<file path="config.mk">
export PLATFORM = sky130hd
export DESIGN_NAME = bb_div
export DESIGN_NICKNAME = d
export VERILOG_FILES = /design/src/rtl/bb_pkg.sv /design/src/rtl/bb_div.sv
export SDC_FILE = /design/constraint.sdc
export NUM_CORES = 1
export LEC_CHECK = 0
export ABC_AREA = 1
export ABC_CLOCK_PERIOD_IN_PS = 7550
export BUFFER_PORTS_ARGS = -buffer_cell sky130_fd_sc_hd__buf_2
export CORE_UTILIZATION = 30
export DETAILED_ROUTE_END_ITERATION = 8
export PLACE_DENSITY_LB_ADDON = 0.2
export SETUP_SLACK_MARGIN = 0.15
export SLEW_MARGIN = 25
export SYNTH_ARGS = -nofsm -noshare
export SYNTH_HDL_FRONTEND = slang
export SYNTH_SLANG_ARGS = --single-unit
</file>
<file path="constraint.sdc">
create_clock -name clk_i -period 7.55 [get_ports clk_i]
set_clock_uncertainty 0.05 [all_clocks]
set_input_delay 0 -clock clk_i [delete_from_list [all_inputs] [get_ports clk_i]]
set_output_delay 0 -clock clk_i [all_outputs]
set_load 0.1 [all_outputs]
</file>
<file path="src/rtl/bb_pkg.sv">
// shared types, constants and codes of the box blur block
package bb_pkg;

  localparam int unsigned MAX_WIDTH_DEF = 1024;
  localparam int unsigned PIX_W         = 8;
  localparam int unsigned RGB_W         = 3 * PIX_W;
  localparam int unsigned WIDTH_REG_W   = 11;
  localparam int unsigned HEIGHT_REG_W  = 13;
  localparam int unsigned CFG_IDX_W     = 2;
  localparam int unsigned CFG_DATA_W    = 13;
  localparam int unsigned SUM_W         = 12;
  localparam int unsigned CNT_W         = 4;
  localparam int unsigned NUM_W         = 13;
  localparam int unsigned DEN_W         = 5;
  localparam int unsigned QSTEP_W       = 3;

  localparam logic [WIDTH_REG_W-1:0]  WIDTH_RST  = WIDTH_REG_W'(640);
  localparam logic [HEIGHT_REG_W-1:0] HEIGHT_RST = HEIGHT_REG_W'(480);

  typedef enum logic [CFG_IDX_W-1:0] {
    REG_FRAME_WIDTH  = 2'd0,
    REG_FRAME_HEIGHT = 2'd1
  } cfg_reg_e;

  typedef enum logic [4:0] {
    S_IDLE = 5'b00001,
    S_RD   = 5'b00010,
    S_SUM  = 5'b00100,
    S_LOAD = 5'b01000,
    S_DIV  = 5'b10000
  } state_e;

  typedef logic [2:0][NUM_W-1:0] num_t;
  typedef logic [2:0][PIX_W-1:0] quot_t;

  typedef struct packed {
    logic start;
    logic done;
  } div_ctl_t;

endpackage

</file>
<file path="src/rtl/bb_div.sv">
// restoring divider, one quotient bit per cycle for all three colors
module bb_div (
  input  logic                      clk_i,
  input  logic                      rst_ni,
  input  logic                      start_i,
  input  bb_pkg::num_t              num_i,
  input  logic [bb_pkg::DEN_W-1:0]  den_i,
  output bb_pkg::quot_t             quot_o,
  output logic                      done_o
);
  import bb_pkg::*;

  num_t                rem_q, rem_d;
  quot_t               quot_q, quot_d;
  logic [DEN_W-1:0]    den_q;
  logic [QSTEP_W-1:0]  step_q, step_d;
  logic                busy_q, busy_d;
  logic                done_q, done_d;
  logic [NUM_W-1:0]    trial;

  always_comb begin
    rem_d  = rem_q;
    quot_d = quot_q;
    step_d = step_q;
    busy_d = busy_q;
    done_d = done_q;
    trial  = NUM_W'(den_q) << step_q;
    if (start_i) begin
      rem_d  = num_i;
      quot_d = '0;
      step_d = '1;
      busy_d = 1'b1;
      done_d = 1'b0;
    end else if (busy_q) begin
      for (int c = 0; c < 3; c++) begin
        if (rem_q[c] >= trial) begin
          rem_d[c]          = rem_q[c] - trial;
          quot_d[c][step_q] = 1'b1;
        end
      end
      step_d = step_q - QSTEP_W'(1);
      if (step_q == '0) begin
        busy_d = 1'b0;
        done_d = 1'b1;
      end
    end
  end

  always_ff @(posedge clk_i or negedge rst_ni) begin
    if (!rst_ni) begin
      busy_q <= 1'b0;
      done_q <= 1'b0;
      step_q <= '0;
    end else begin
      busy_q <= busy_d;
      done_q <= done_d;
      step_q <= step_d;
    end
  end

  always_ff @(posedge clk_i) begin
    rem_q  <= rem_d;
    quot_q <= quot_d;
    if (start_i) begin
      den_q <= den_i;
    end
  end

  assign quot_o = quot_q;
  assign done_o = done_q;
endmodule

</file>
After elaboration in Yosys (flattened, before gate mapping)
Cells that the tools add are included. Widths: inputs -> output; s select.

Flip-flop bits (word level): 73. Input port bits: 47. Output and inout port bits: 25. Logic and storage cells: 52.

$lt $le $gt $ge: 5. Reduce and logical (&&, ||, !) cells: 14. Shift operators: 1. Add/sub/neg operators: 4. Bitwise logic cells: 3. Multiplexer cells: 15.

Operator list (count): $mux 39 (2); $ge 13x13->1 (3); $mux 13 (3); $sub 13x13->13 (3); $or 8x8->8 (3); $reduce_and 2->1 (7); $shl 5x3->13 (1); $reduce_bool 2->1 (5); $mux 1 (7); $mux 3 (2); $lt 3x4->1 const B (1); $demux 1 s3 (1); $ge 3x1->1 const B (1); $logic_not 3->1 (1); $sub 3x1->3 const B (1); $logic_and 1x1->1 (1).

Depth between registers and ports, before layout
Word-level depth: 5. Depth in mapped cells: 19. Gate-level depth less buffers: 17.

Worst setup path before layout
Ideal clock, no wire load.

Path type: flip-flop to flip-flop. Start: register step_q[0]. End: register rem_q[26] (netlist bit), enable pin. Setup time: 0.356 ns. Setup slack: 4.694 ns. Arrival: 2.450 ns. Required time: 7.144 ns. Clock period less this slack: 2.856 ns. Buffers on the path: 2. Stages on the path, launching flop included: 17. Cell sequence: dfrtp_1 > buf_4 > inv_1 > buf_4 > nand2_1 > nand3_1 > o21ai_0 > or2_2 > ha_1 > nand2_2 > nor2_2 > inv_1 > nor2_2 > nand2_2 > nand3_4 > nand2_1 > nand2_1.

Word-level cells in the longest chain between the ends: 4.

RTL lines: start, declared (RTL line bb_div.sv:16) `logic [QSTEP_W-1:0] step_q, step_d;`; start signal, assigned (RTL line bb_div.sv:57) `step_q <= step_d;`; $shl 5x3->13 (RTL line bb_div.sv:27) `trial = NUM_W'(den_q) << step_q;`; $ge 13x13->1 (RTL line bb_div.sv:36) `if (rem_q[c] >= trial) begin`; $reduce_bool 2->1 (no source line); $reduce_and 2->1 (no source line); end signal, assigned (RTL line bb_div.sv:62) `rem_q <= rem_d;`; end, declared (RTL line bb_div.sv:13) `num_t rem_q, rem_d;`.

No other way between the ends. A chain may end at the register's enable or synchronous reset.

Worst setup path in the final report
Start: register step_q[0]. End: register rem_q[10] (netlist bit), enable pin.

The elaborated chain is that of the path after synthesis.

==> flow_summary_export.csv <==
group,metric,value,unit
outcome,run_status,"complete, no violations",
global_routing,grt_start_max_net_pins,80,
drt,drt_drc_violations_left,0,
worst_hold_path,hold_path.startpoint,"den_i[2]",
floorplanning,die_area,18000,um2
floorplanning,coreArea,16800,um2
timing,timing.final.max_slew_violations,0,
drt,detailroute.via_count,5040,
clock_tree,cts_resized,0,
yosys,synth.cells.most_frequent,"nand2_1, inv_1, nand3_1",
timing,max-slew-margin-rel,0.420,
layout,antennaDiodeCount,0,
clock_tree,tritoncts_clock_tree,"yes",
clock_tree,clockRootBuffer,"clkbuf_16",
layout,final_area,6560,um2
yosys,fraction_of_synthesized_cell_area_taken_by_the_top_area_cell_type,0.252,
critical_path,criticalPathCategory,"register to register",
flow_run,drv.max_cap_violation_count,0,
clock_tree,clock_sinks,73,
yosys,yosysSeqAreaShare,0.367,
clock_tree,clkSlewWorstSetupHoldPaths,0.07,ns
yosys,number_of_synthesized_register_bits,73,
critical_path,cp_slowest_stage_delay,0.53,ns
power,power.density_cell_area,383,nW/um2
floorplanning,die_w,134,um
floorplanning,initial_utilization,0.312,
global_routing,grt_antenna_before_repair,0,
critical_path,cp-end-kind,"register",
yosys,synth_edf_count,44,
yosys,yosysMostFrequentCell,"nand2_1",
timing,final-hold-violation-count,0,
critical_path,crit_path_start_kind,"register",
worst_hold_path,worst_hold_path.endpoint,"den_q[2]$_DFFE_PP_",
critical_path,worstPathRequired,7.49,ns
yosys,yosys_warnings,0,
floorplanning,die-height,134,um
critical_path,cp_cell_sequence,"inv_1 > or2_1 > o21ai_0 > nor2_1 > inv_1 > ha_1 > nand2_1 > nor2_1 > nand2_1 > nand3_2 > nand2_1 > nand3_2 > nand2_1 > nand2_1",
global_routing,grt_overall_usage,0.179,
critical_path,critical_path.reg2reg.endpoint,"rem_q[10]$_DFFE_PP_",
critical_path,worstPathArrival,3.61,ns
drt,drt-vias-per-instance,4.71,
critical_path,critical_path.most_common_cell,"nand2_1",
global_routing,first_global_vias,4860,
timing,setup_repair_after_global_routing_missed_its_margin,"no",
clock_tree,cts_hold_buf,46,
clock_tree,post_cts_buffers,0,
critical_path,reg2regPathDepth,14,
critical_path,cp_depth,14,
place,dpl_cell_area,5810,um2
power,power.ir.vdd_worst,157,uV
yosys,postSynth.topFlopCell,"edfxtp_1",
yosys,synth_async_sr_flop_share,0.0685,
timing,max_freq,0.273,GHz
critical_path,r2r_start,"step_q[0]$_DFFE_PN0P_",
place,dp.final_hpwl,11200,um
floorplanning,std_cell_rows,47,
timing,worst-slew-pin-transition,0.870,ns
timing,final.period_utilization,0.486,
clock_tree,clk-insertion-delay-late,0.35,ns
critical_path,slowest_stage,"nand2_1",
yosys,post_synth_main_area_contributors,"edfxtp_1, nand2_1, dfxtp_1",
place,portBuffers,71,
clock_tree,clock_path_buffers,2,
timing,finalWorstPathRequiredPeriod,3.67,ns
yosys,post-synth-top-area-cell,"edfxtp_1",
clock_tree,cts.htree.levels,3,
global_routing,grt_first_pass_wirelength,24700,um
layout,post_route_cells_drive_above_1_share,0.148,
layout,final_nets,932,
yosys,post_synth_inst_count,732,
yosys,syn_area_per_cell,7.17,um2
worst_hold_path,holdCritPathClass,"primary input to register",
drt,wl_per_cell,14.3,um
critical_path,crit_buf_inv,2,
yosys,number_of_distinct_library_cells_after_synthesis,39,
place,place_congestion,0.881,
critical_path,worst_path_dominant_cell_family,"simple AND/OR/NAND/NOR gates",
timing,fin_tns_setup,0,ns
drt,drt_wl_total,15300,um
power,total_leakage_power,3.10,nW
critical_path,cp_max_fo,13,
layout,syn2layout_area_growth,25.0,%
drt,final_antenna_net_count,0,
drt,drtPass1Iterations,6,
timing,number_of_setup_violations_in_the_final_report,0,
global_routing,overflow,0,
yosys,postSynthNetCount,820,
floorplanning,io_pins,72,
drt,number_of_design_rule_violations_left_by_the_first_detailed_router_iteration,301,
clock_tree,tritoncts.num_buffers,9,
critical_path,r2r_slack,3.88,ns
yosys,mappedNetlistArea,5250,um2
worst_hold_path,worstHoldPathCells,2,
sequential cells by signal (all words and copies together), names as in the netlist:
signal	flops
quot_o	24
step_q	3
busy_q	1
den_q	5
done_o	1
rem_q	39
layout by cell type, fill, tap and decap left out, types with 2 or more instances in the layout:
cell,instances
nor3_1,5
edfxtp_1,44
inv_1,97
dfrtp_1,5
inv_4,3
nand3_1,69
o21ai_2,2
dlygate4sd3_1,46
nor2_2,8
nand2_1,212
buf_2,71
fa_1,3
a21oi_1,55
inv_2,4
o21ai_0,35
nor2_1,46
nand4_1,15
o21bai_1,5
o21ai_1,5
or2_1,2
ha_1,38
dfxtp_1,24
nand3_2,4
clkbuf_16,9
nand2_2,6
or2_2,9
a31oi_1,8
buf_4,2
power breakdown:
group	switching [mW]	internal, mW
logic	0.949	0.475
registers	0.0628	0.593
clock network	0.194	0.236
layout make-up:
type,instances,area [um2]
Sequential cell,73,1930
Multi-Input combinational cell,539,2860
Clock buffer,10,239
Inverter,102,383
Tap cell,220,275
Timing Repair Buffer,119,831
Clock inverter,6,47.5
Fill cell,1816,10300
per-layer routing:
metal | up-vias | wire (um) | track usage
met5 | - | 0 | 0
met4 | 0 | 231 | 0.0537
met3 | 13 | 691 | 0.0385
met2 | 94 | 6960 | 0.290
met1 | 2270 | 7400 | 0.239
li1 | 2663 | - | -
per-stage QoR:
| step | total power, mW | worst slack, ns | std cells | utilization | hold WS (ns) |
|---|---|---|---|---|---|
| finish | 2.51 | 3.88 | 1069 | 0.390 | 0.306 |
| global route | 2.75 | 3.45 | 1069 | 0.390 | 0.298 |
| CTS | 2.53 | 3.83 | 1069 | 0.390 | 0.289 |
| detailed placement | 2.07 | 3.84 | 1007 | 0.346 | -0.224 |
| global placement | 2.07 | 3.93 | 1007 | 0.346 | -0.221 |
| floorplan | 1.75 | 4.69 | 732 | - | -0.346 |
logic make-up after synthesis:
group | count (synthesis) | share of synthesized area
buffers and inverters | 120 | 0.0884
flip-flops | 73 | 0.367
adder cells (fa/ha/maj) | 41 | 0.102
XOR/XNOR | 1 | 0.00167
AO/OA/AOI/OAI | 116 | 0.119
multiplexers | 1 | 0.00191
AND/OR/NAND/NOR | 380 | 0.319
worst max-delay path by stage:
stage                               start                   to
floorplan           step_q[0]$_DFFE_PN0P_  rem_q[26]$_DFFE_PP_
global placement    step_q[0]$_DFFE_PN0P_  rem_q[12]$_DFFE_PP_
detailed placement  step_q[0]$_DFFE_PN0P_   rem_q[5]$_DFFE_PP_
CTS                 step_q[0]$_DFFE_PN0P_   rem_q[4]$_DFFE_PP_
global route        step_q[0]$_DFFE_PN0P_   rem_q[4]$_DFFE_PP_
finish              step_q[0]$_DFFE_PN0P_  rem_q[10]$_DFFE_PP_
(Power assumes the default switching activity.)
